==> config.mk <==
export PLATFORM = sky130hd
export DESIGN_NAME = ycbcr_to_packed_rgb_pixel_top
export DESIGN_NICKNAME = d
export VERILOG_FILES = /design/src/ycrgb_pkg.sv /design/src/ycbcr_to_packed_rgb_pixel_top.sv
export VERILOG_INCLUDE_DIRS = /design/src /design/src/src
export SDC_FILE = /design/constraint.sdc
export NUM_CORES = 1
export LEC_CHECK = 0
export BUFFER_PORTS_ARGS = -buffer_cell sky130_fd_sc_hd__buf_2
export CORE_MARGIN = 5
export CORE_UTILIZATION = 45
export DETAILED_ROUTE_END_ITERATION = 16
export PLACE_DENSITY_LB_ADDON = 0.1
export SLEW_MARGIN = 10
export SYNTH_ARGS = -nofsm -noshare
export SYNTH_HDL_FRONTEND = slang
export SYNTH_SLANG_ARGS = --single-unit
export TNS_END_PERCENT = 10
==> constraint.sdc <==
create_clock -name i_clk -period 4.43 [get_ports i_clk]
set_input_delay 0.443 -clock i_clk [delete_from_list [all_inputs] [get_ports i_clk]]
set_output_delay 0.443 -clock i_clk [all_outputs]
set_load 0.05 [all_outputs]
==> src/ycbcr_to_packed_rgb_pixel_top_assert.svh <==
// ------------------------------------------------------------------------
// ycbcr to packed rgb pixel assertion macros
// shared property forms for the converter checks
// ------------------------------------------------------------------------
`ifndef YCBCR_TO_PACKED_RGB_PIXEL_TOP_ASSERT_SVH
`define YCBCR_TO_PACKED_RGB_PIXEL_TOP_ASSERT_SVH

// antecedent implies consequent in the same cycle
`define YCRGB_ASSERT_NOW(lbl, clk, rst_n, ante, cons, msg) \
    lbl: assert property (@(posedge clk) disable iff (!rst_n) (ante) |-> (cons)) \
        else $error(msg);

// antecedent implies consequent in the next cycle
`define YCRGB_ASSERT_NEXT(lbl, clk, rst_n, ante, cons, msg) \
    lbl: assert property (@(posedge clk) disable iff (!rst_n) (ante) |=> (cons)) \
        else $error(msg);

`endif

==> src/ycrgb_pkg.sv <==
// ------------------------------------------------------------------------
// ycrgb_pkg
// constants, register indexes and conversion tables for the ycbcr to rgb
// pixel converter
// ------------------------------------------------------------------------
package ycrgb_pkg;

    localparam int PIXEL_BITS_DEF = 32;

    localparam int CFG_IDX_W  = 3;
    localparam int CFG_DATA_W = 20;

    localparam logic [CFG_IDX_W-1:0] CFG_LIMITED_RANGE = 3'd0;
    localparam logic [CFG_IDX_W-1:0] CFG_CHAN_LOSSES   = 3'd1;
    localparam logic [CFG_IDX_W-1:0] CFG_CHAN_SHIFTS   = 3'd2;
    localparam logic [CFG_IDX_W-1:0] CFG_ALPHA_INPUT   = 3'd3;
    localparam logic [CFG_IDX_W-1:0] CFG_WIDE_PIXEL    = 3'd4;

    localparam int TERM_W = 10;
    localparam int SUM_W  = 11;

    localparam logic [7:0] ALPHA_CONST = 8'hFF;
    localparam logic [7:0] LIM_LO      = 8'd16;
    localparam logic [7:0] LIM_HI      = 8'd235;
    localparam logic [7:0] FULL_HI     = 8'd255;

    typedef logic signed [TERM_W-1:0] t_term;
    typedef logic signed [SUM_W-1:0]  t_sum;
    typedef t_term                    t_term_tbl [256];
    typedef logic [7:0]               t_byte_tbl [256];

    // chroma byte index i stands for c = i - 128, truncation toward zero
    function automatic t_term_tbl build_red_tbl();
        t_term_tbl t;
        int c;
        for (int i = 0; i < 256; i++) begin
            c = i - 128;
            t[i] = TERM_W'((419 * c) / 299);
        end
        return t;
    endfunction

    function automatic t_term_tbl build_grn_cr_tbl();
        t_term_tbl t;
        int c;
        for (int i = 0; i < 256; i++) begin
            c = i - 128;
            t[i] = TERM_W'((-299 * c) / 419);
        end
        return t;
    endfunction

    function automatic t_term_tbl build_grn_cb_tbl();
        t_term_tbl t;
        int c;
        for (int i = 0; i < 256; i++) begin
            c = i - 128;
            t[i] = TERM_W'((-114 * c) / 331);
        end
        return t;
    endfunction

    function automatic t_term_tbl build_blu_tbl();
        t_term_tbl t;
        int c;
        for (int i = 0; i < 256; i++) begin
            c = i - 128;
            t[i] = TERM_W'((587 * c) / 331);
        end
        return t;
    endfunction

    // studio range expansion, only 16..235 are ever looked up
    function automatic t_byte_tbl build_expand_tbl();
        t_byte_tbl t;
        int x;
        for (int i = 0; i < 256; i++) begin
            x = (i < 16) ? 16 : ((i > 235) ? 235 : i);
            t[i] = 8'(((x - 16) * 255) / 219);
        end
        return t;
    endfunction

    localparam t_term_tbl RED_TBL    = build_red_tbl();
    localparam t_term_tbl GRN_CR_TBL = build_grn_cr_tbl();
    localparam t_term_tbl GRN_CB_TBL = build_grn_cb_tbl();
    localparam t_term_tbl BLU_TBL    = build_blu_tbl();
    localparam t_byte_tbl EXPAND_TBL = build_expand_tbl();

    function automatic logic [7:0] clamp_byte(input t_sum v, input logic limited);
        t_sum lo;
        t_sum hi;
        lo = limited ? t_sum'({3'b000, LIM_LO}) : '0;
        hi = limited ? t_sum'({3'b000, LIM_HI}) : t_sum'({3'b000, FULL_HI});
        if (v < lo) begin
            return lo[7:0];
        end else if (v > hi) begin
            return hi[7:0];
        end
        return v[7:0];
    endfunction

    function automatic logic [31:0] place(input logic [7:0] b, input logic [3:0] loss,
                                          input logic [4:0] sh);
        logic [7:0] kept;
        kept = b >> loss;
        return {24'h0, kept} << sh;
    endfunction

endpackage

==> src/ycbcr_to_packed_rgb_pixel_top.sv <==
// ------------------------------------------------------------------------
// ycbcr to packed rgb pixel converter
// converts one luma/chroma/alpha beat into one packed, shifted rgba pixel
// ------------------------------------------------------------------------
// Takes one pixel per clock while the output is not stalled.
// Four register stages carry the work: chroma term lookup and green sum,
// luma add and clamp, studio range expansion, then channel placement and
// masking into the output register. The throughput of one beat per clock
// holds while the output is not stalled; a stall on the output lets empty
// stages close up and then holds every stage in place, and the input takes
// a new beat whenever stage one frees up. Configuration is to be written
// through the plain write port while idle; the block does not enforce this.
`include "ycbcr_to_packed_rgb_pixel_top_assert.svh"

module ycbcr_to_packed_rgb_pixel_top #(
    parameter int PIXEL_BITS = ycrgb_pkg::PIXEL_BITS_DEF
) (
    input  logic                                  i_clk,
    input  logic                                  i_rst_n,
    input  logic                                  i_cfg_we,
    input  logic [ycrgb_pkg::CFG_IDX_W-1:0]       i_cfg_addr,
    input  logic [ycrgb_pkg::CFG_DATA_W-1:0]      i_cfg_wdata,
    input  logic                                  i_s_axis_tvalid,
    output logic                                  o_s_axis_tready,
    // luma [7:0], chroma_blue [15:8], chroma_red [23:16], alpha [31:24]
    input  logic [31:0]                           i_s_axis_tdata,
    output logic                                  o_m_axis_tvalid,
    input  logic                                  i_m_axis_tready,
    // pixel [PIXEL_BITS-1:0], zero filled to whole bytes
    output logic [((PIXEL_BITS+7)/8)*8-1:0]       o_m_axis_tdata
);
    import ycrgb_pkg::*;

    localparam int OUT_W = ((PIXEL_BITS + 7) / 8) * 8;

    // configuration
    logic        r_limited;
    logic [15:0] r_losses;
    logic [19:0] r_shifts;
    logic        r_alpha_in;
    logic        r_wide_pixel;

    always_ff @(posedge i_clk) begin
        if (!i_rst_n) begin
            r_limited    <= 1'b0;
            r_losses     <= '0;
            r_shifts     <= '0;
            r_alpha_in   <= 1'b0;
            r_wide_pixel <= 1'b1;
        end else if (i_cfg_we) begin
            case (i_cfg_addr)
                CFG_LIMITED_RANGE: r_limited    <= i_cfg_wdata[0];
                CFG_CHAN_LOSSES:   r_losses     <= i_cfg_wdata[15:0];
                CFG_CHAN_SHIFTS:   r_shifts     <= i_cfg_wdata[19:0];
                CFG_ALPHA_INPUT:   r_alpha_in   <= i_cfg_wdata[0];
                CFG_WIDE_PIXEL:    r_wide_pixel <= i_cfg_wdata[0];
                default:           ;
            endcase
        end
    end

    // stage valids and ready chain
    logic r_s1_valid, r_s2_valid, r_s3_valid, r_out_valid;
    logic w_out_ready, w_s3_ready, w_s2_ready, w_s1_ready;

    assign w_out_ready     = !r_out_valid || i_m_axis_tready;
    assign w_s3_ready      = !r_s3_valid || w_out_ready;
    assign w_s2_ready      = !r_s2_valid || w_s3_ready;
    assign w_s1_ready      = !r_s1_valid || w_s2_ready;
    assign o_s_axis_tready = w_s1_ready;
    assign o_m_axis_tvalid = r_out_valid;

    always_ff @(posedge i_clk) begin
        if (!i_rst_n) begin
            r_s1_valid  <= 1'b0;
            r_s2_valid  <= 1'b0;
            r_s3_valid  <= 1'b0;
            r_out_valid <= 1'b0;
        end else begin
            if (w_s1_ready) begin
                r_s1_valid <= i_s_axis_tvalid;
            end
            if (w_s2_ready) begin
                r_s2_valid <= r_s1_valid;
            end
            if (w_s3_ready) begin
                r_s3_valid <= r_s2_valid;
            end
            if (w_out_ready) begin
                r_out_valid <= r_s3_valid;
            end
        end
    end

    // stage 1: chroma terms from tables
    logic [7:0] w_luma, w_cb, w_cr, w_alpha;
    t_term      n_s1_red, n_s1_grn, n_s1_blu;
    logic [7:0] n_s1_alpha;
    logic [7:0] r_s1_luma, r_s1_alpha;
    t_term      r_s1_red, r_s1_grn, r_s1_blu;

    assign w_luma  = i_s_axis_tdata[7:0];
    assign w_cb    = i_s_axis_tdata[15:8];
    assign w_cr    = i_s_axis_tdata[23:16];
    assign w_alpha = i_s_axis_tdata[31:24];

    always_comb begin
        n_s1_red   = RED_TBL[w_cr];
        n_s1_grn   = GRN_CR_TBL[w_cr] + GRN_CB_TBL[w_cb];
        n_s1_blu   = BLU_TBL[w_cb];
        n_s1_alpha = r_alpha_in ? w_alpha : ALPHA_CONST;
    end

    always_ff @(posedge i_clk) begin
        if (w_s1_ready && i_s_axis_tvalid) begin
            r_s1_luma  <= w_luma;
            r_s1_alpha <= n_s1_alpha;
            r_s1_red   <= n_s1_red;
            r_s1_grn   <= n_s1_grn;
            r_s1_blu   <= n_s1_blu;
        end
    end

    // stage 2: add luma and clamp
    t_sum       w_luma_ext;
    logic [7:0] n_s2_red, n_s2_grn, n_s2_blu;
    logic [7:0] r_s2_red, r_s2_grn, r_s2_blu, r_s2_alpha;

    assign w_luma_ext = t_sum'({3'b000, r_s1_luma});

    always_comb begin
        n_s2_red = clamp_byte(w_luma_ext + SUM_W'(r_s1_red), r_limited);
        n_s2_grn = clamp_byte(w_luma_ext + SUM_W'(r_s1_grn), r_limited);
        n_s2_blu = clamp_byte(w_luma_ext + SUM_W'(r_s1_blu), r_limited);
    end

    always_ff @(posedge i_clk) begin
        if (w_s2_ready && r_s1_valid) begin
            r_s2_red   <= n_s2_red;
            r_s2_grn   <= n_s2_grn;
            r_s2_blu   <= n_s2_blu;
            r_s2_alpha <= r_s1_alpha;
        end
    end

    // stage 3: studio range expansion
    logic [7:0] r_s3_red, r_s3_grn, r_s3_blu, r_s3_alpha;

    always_ff @(posedge i_clk) begin
        if (w_s3_ready && r_s2_valid) begin
            r_s3_red   <= r_limited ? EXPAND_TBL[r_s2_red] : r_s2_red;
            r_s3_grn   <= r_limited ? EXPAND_TBL[r_s2_grn] : r_s2_grn;
            r_s3_blu   <= r_limited ? EXPAND_TBL[r_s2_blu] : r_s2_blu;
            r_s3_alpha <= r_s2_alpha;
        end
    end

    // stage 4: place channels, mask to pixel width
    logic [31:0]           w_packed;
    logic [PIXEL_BITS-1:0] n_pixel;
    logic [OUT_W-1:0]      r_out_pixel;

    always_comb begin
        w_packed = place(r_s3_red,   r_losses[3:0],   r_shifts[4:0])
                 | place(r_s3_grn,   r_losses[7:4],   r_shifts[9:5])
                 | place(r_s3_blu,   r_losses[11:8],  r_shifts[14:10])
                 | place(r_s3_alpha, r_losses[15:12], r_shifts[19:15]);
        n_pixel  = w_packed[PIXEL_BITS-1:0];
        if (!r_wide_pixel) begin
            n_pixel = n_pixel & PIXEL_BITS'(16'hFFFF);
        end
    end

    always_ff @(posedge i_clk) begin
        if (w_out_ready && r_s3_valid) begin
            r_out_pixel <= OUT_W'(n_pixel);
        end
    end

    assign o_m_axis_tdata = r_out_pixel;

    // checks
    `YCRGB_ASSERT_NEXT(a_accept_fills_s1, i_clk, i_rst_n,
        i_s_axis_tvalid && o_s_axis_tready, r_s1_valid, "accepted beat missing in stage 1")
    `YCRGB_ASSERT_NOW(a_studio_clamp, i_clk, i_rst_n, r_s2_valid && r_limited,
        (r_s2_red >= LIM_LO) && (r_s2_red <= LIM_HI) &&
        (r_s2_grn >= LIM_LO) && (r_s2_grn <= LIM_HI) &&
        (r_s2_blu >= LIM_LO) && (r_s2_blu <= LIM_HI), "studio clamp out of range")
    `YCRGB_ASSERT_NOW(a_narrow_mask, i_clk, i_rst_n, o_m_axis_tvalid && !r_wide_pixel,
        (o_m_axis_tdata >> 16) == '0, "narrow pixel has upper bits set")

endmodule
==> flow_metrics.tcl <==
set metrics [dict create \
    status "complete, no violations" \
    synth_top_area_share 0.188 \
    clock-sinks 183 \
    setup_viol 0 \
    fin_skew_ps 17.7 \
    yosys_warnings 0 \
    grtUsageTotal 0.272 \
    drt_iter0_markers 2851 \
    vias 23600 \
    route.detailed.drc 0 \
    grt_pass1_vias 21700 \
    crit_type "flop to flop" \
    min_period_over_period 0.875 \
    synth_most_common_cell "nand2_1" \
    core-area_mm2 0.0491 \
    start_util 0.457 \
    min_period_ps 3870 \
    wl_um 76300 \
    setup_slack_ps 556 \
    synthTopCellsByArea "edfxtp_1, o21ai_0, nand2_1" \
    dp_hpwl_um 56100 \
    grt_pass1_wl_um 121000 \
    pin_count 94 \
    chipHeight_um 233 \
    async_reset_ff_frac 0 \
    gp_congestion 1.01 \
    antenna_left 0 \
    synthTopCellsByCount "nand2_1, o21ai_0, nor2_1, a21oi_1, clkbuf_1" \
    cap_violations 0 \
    tritoncts "built" \
    antenna_found_initial 0 \
    via_per_inst 6.48 \
    p_leak_nw 8.45 \
    pwr_density_cell_mw_per_mm2 260 \
    fmax_mhz 258 \
    endpoint_kind "flop" \
    synthCells 3050 \
    clk_pin_slew_ps 70 \
    ys_types 100 \
    layout.cells.non_filler 3637 \
    start_kind "flop" \
    drt_pass1_iterations 6 \
    n_antenna_cell 0 \
    cp.arrival_ps 4090 \
    rsz0062_at_grt "false" \
    synth_edf_count 140 \
    critPathMaxFanout 4 \
    syn_area_mm2 0.0224 \
    dp.cells 3605 \
    preCtsSetupSlack_ps 209 \
    avgSynthCellArea_um2 7.35 \
    root_buffer "clkbuf_16" \
    cts_max_level 4 \
    slew_headroom 0.261 \
    overflow 0 \
    die_w_um 233 \
    yosysTopAreaCell "edfxtp_1" \
    ir_drop_mv 0.279 \
    yosysSeqAreaShare 0.226 \
    wl_per_cell_um 21.0 \
    synth_seq_cells 183 \
    nets 3109 \
    syn2layout_area_growth_pct 6.24 \
    cts_buffers 17 \
    die_area_mm2 0.0544 \
    grt_max_degree 60 \
    rows 81 \
    cts.path.max_buffers 2 \
    required_ps 4640 \
    hold_buffers 0 \
    tightestPinTransition_ps 1110 \
    io_buffers 93 \
    synth_nets 3199 \
    ys.flop_type "edfxtp_1" \
    cts_setup_buffers 0 \
    hold_path_class "primary input to flop" \
    drive_gt1_frac 0.108 \
    clock_latency_ps 470 \
    finalHoldViolations 0 \
    maxSlewViolCount 0 \
    cts_resized 0 \
    tns_ps 0 \
]
[path summary, 6_finish.rpt]
path	cells after the start	end	slack [ps]	start
setup / recovery	12	r_s2_red[2]$_DFFE_PP_	560	r_s1_luma[0]$_DFFE_PP_
hold / removal	1	r_s1_luma[3]$_DFFE_PP_	150	i_s_axis_tdata[3]
setup reg to reg	12	r_s2_red[2]$_DFFE_PP_	560	r_s1_luma[0]$_DFFE_PP_
hold reg to reg	0	r_s3_alpha[3]$_DFFE_PP_	410	r_s2_alpha[3]$_DFFE_PP_
[sequential cells by signal (all words and copies together), names as in the netlist, 9 cells and up]
| register | flops |
|---|---|
| o_m_axis_tdata | 32 |
| r_shifts | 20 |
| r_losses | 16 |
| r_s1_grn | 10 |
| r_s1_blu | 9 |
| r_s1_red | 9 |
[through the flow]
| stage | power [mW] | instance area (um^2) | hold slack [ps] | util |
|---|---|---|---|---|
| 2_1_floorplan | 4.03 | 22400 | 400 | - |
| 3_3_place_gp | 4.69 | 23300 | 400 | 0.474 |
| 3_5_place_dp | 4.73 | 23300 | 405 | 0.474 |
| 4_1_cts | 6.20 | 23800 | 122 | 0.485 |
| 5_1_grt | 6.59 | 23800 | 125 | 0.485 |
| 6_report | 6.19 | 23800 | 151 | 0.485 |
[worst max-delay path, cell delays in order (launching register included)]
cell	delay (ps)
edfxtp_1	510
ha_1	290
fa_1	440
a21o_1	190
a21oi_1	180
xor2_1	360
inv_1	90
ha_1	300
a31oi_1	160
nor4_1	80
a221o_1	430
a211oi_2	240
mux2_2	360
[cell type report]
cell class | count | area (um^2)
fillers | 4981 | 25200
multi-input cells | 2476 | 15900
flip-flops and latches | 183 | 5070
repair buffers | 182 | 1150
well taps | 664 | 831
clock buffers | 24 | 469
inverters | 100 | 375
clock inverters | 8 | 61.3
[power by group]
part           switching [mW]  internal, mW
combinational            1.62         0.994
sequential              0.143          1.98
clock                   0.691         0.754
total                    2.46          3.73
[placed cells by master, fill, tap and decap left out, types with 59 or more instances in the layout]
| master | n |
|---|---|
| mux2i_1 | 72 |
| nor2_1 | 291 |
| nor3_1 | 71 |
| a211oi_1 | 62 |
| ha_1 | 85 |
| o21ai_0 | 295 |
| buf_4 | 88 |
| nand2_1 | 352 |
| edfxtp_1 | 140 |
| nand2b_1 | 59 |
| a21oi_1 | 263 |
| nand3_1 | 76 |
| inv_1 | 87 |
| o211ai_1 | 63 |
| buf_2 | 93 |
[routing by layer]
metal	up-vias	GRT usage	wire, um	share of wire
met3	149	0.0309	4090	0.054
li1	11300	-	-	-
met1	11200	0.369	33200	0.44
met5	-	0	0	0
met2	937	0.457	36600	0.48
met4	0	0.0797	2320	0.030
[kinds of logic after synthesis]
family / after synthesis / synth area share
AOI/OAI and AO/OA: 1177 / 0.343
xor gates and xnor gates: 30 / 0.0117
muxes: 134 / 0.0828
and+or+nand+nor: 1037 / 0.213
buffers and inverters: 391 / 0.0677
adders and majority gates: 98 / 0.0551
DFF: 183 / 0.226
No activity file was read; power rests on OpenSTA's default activity.
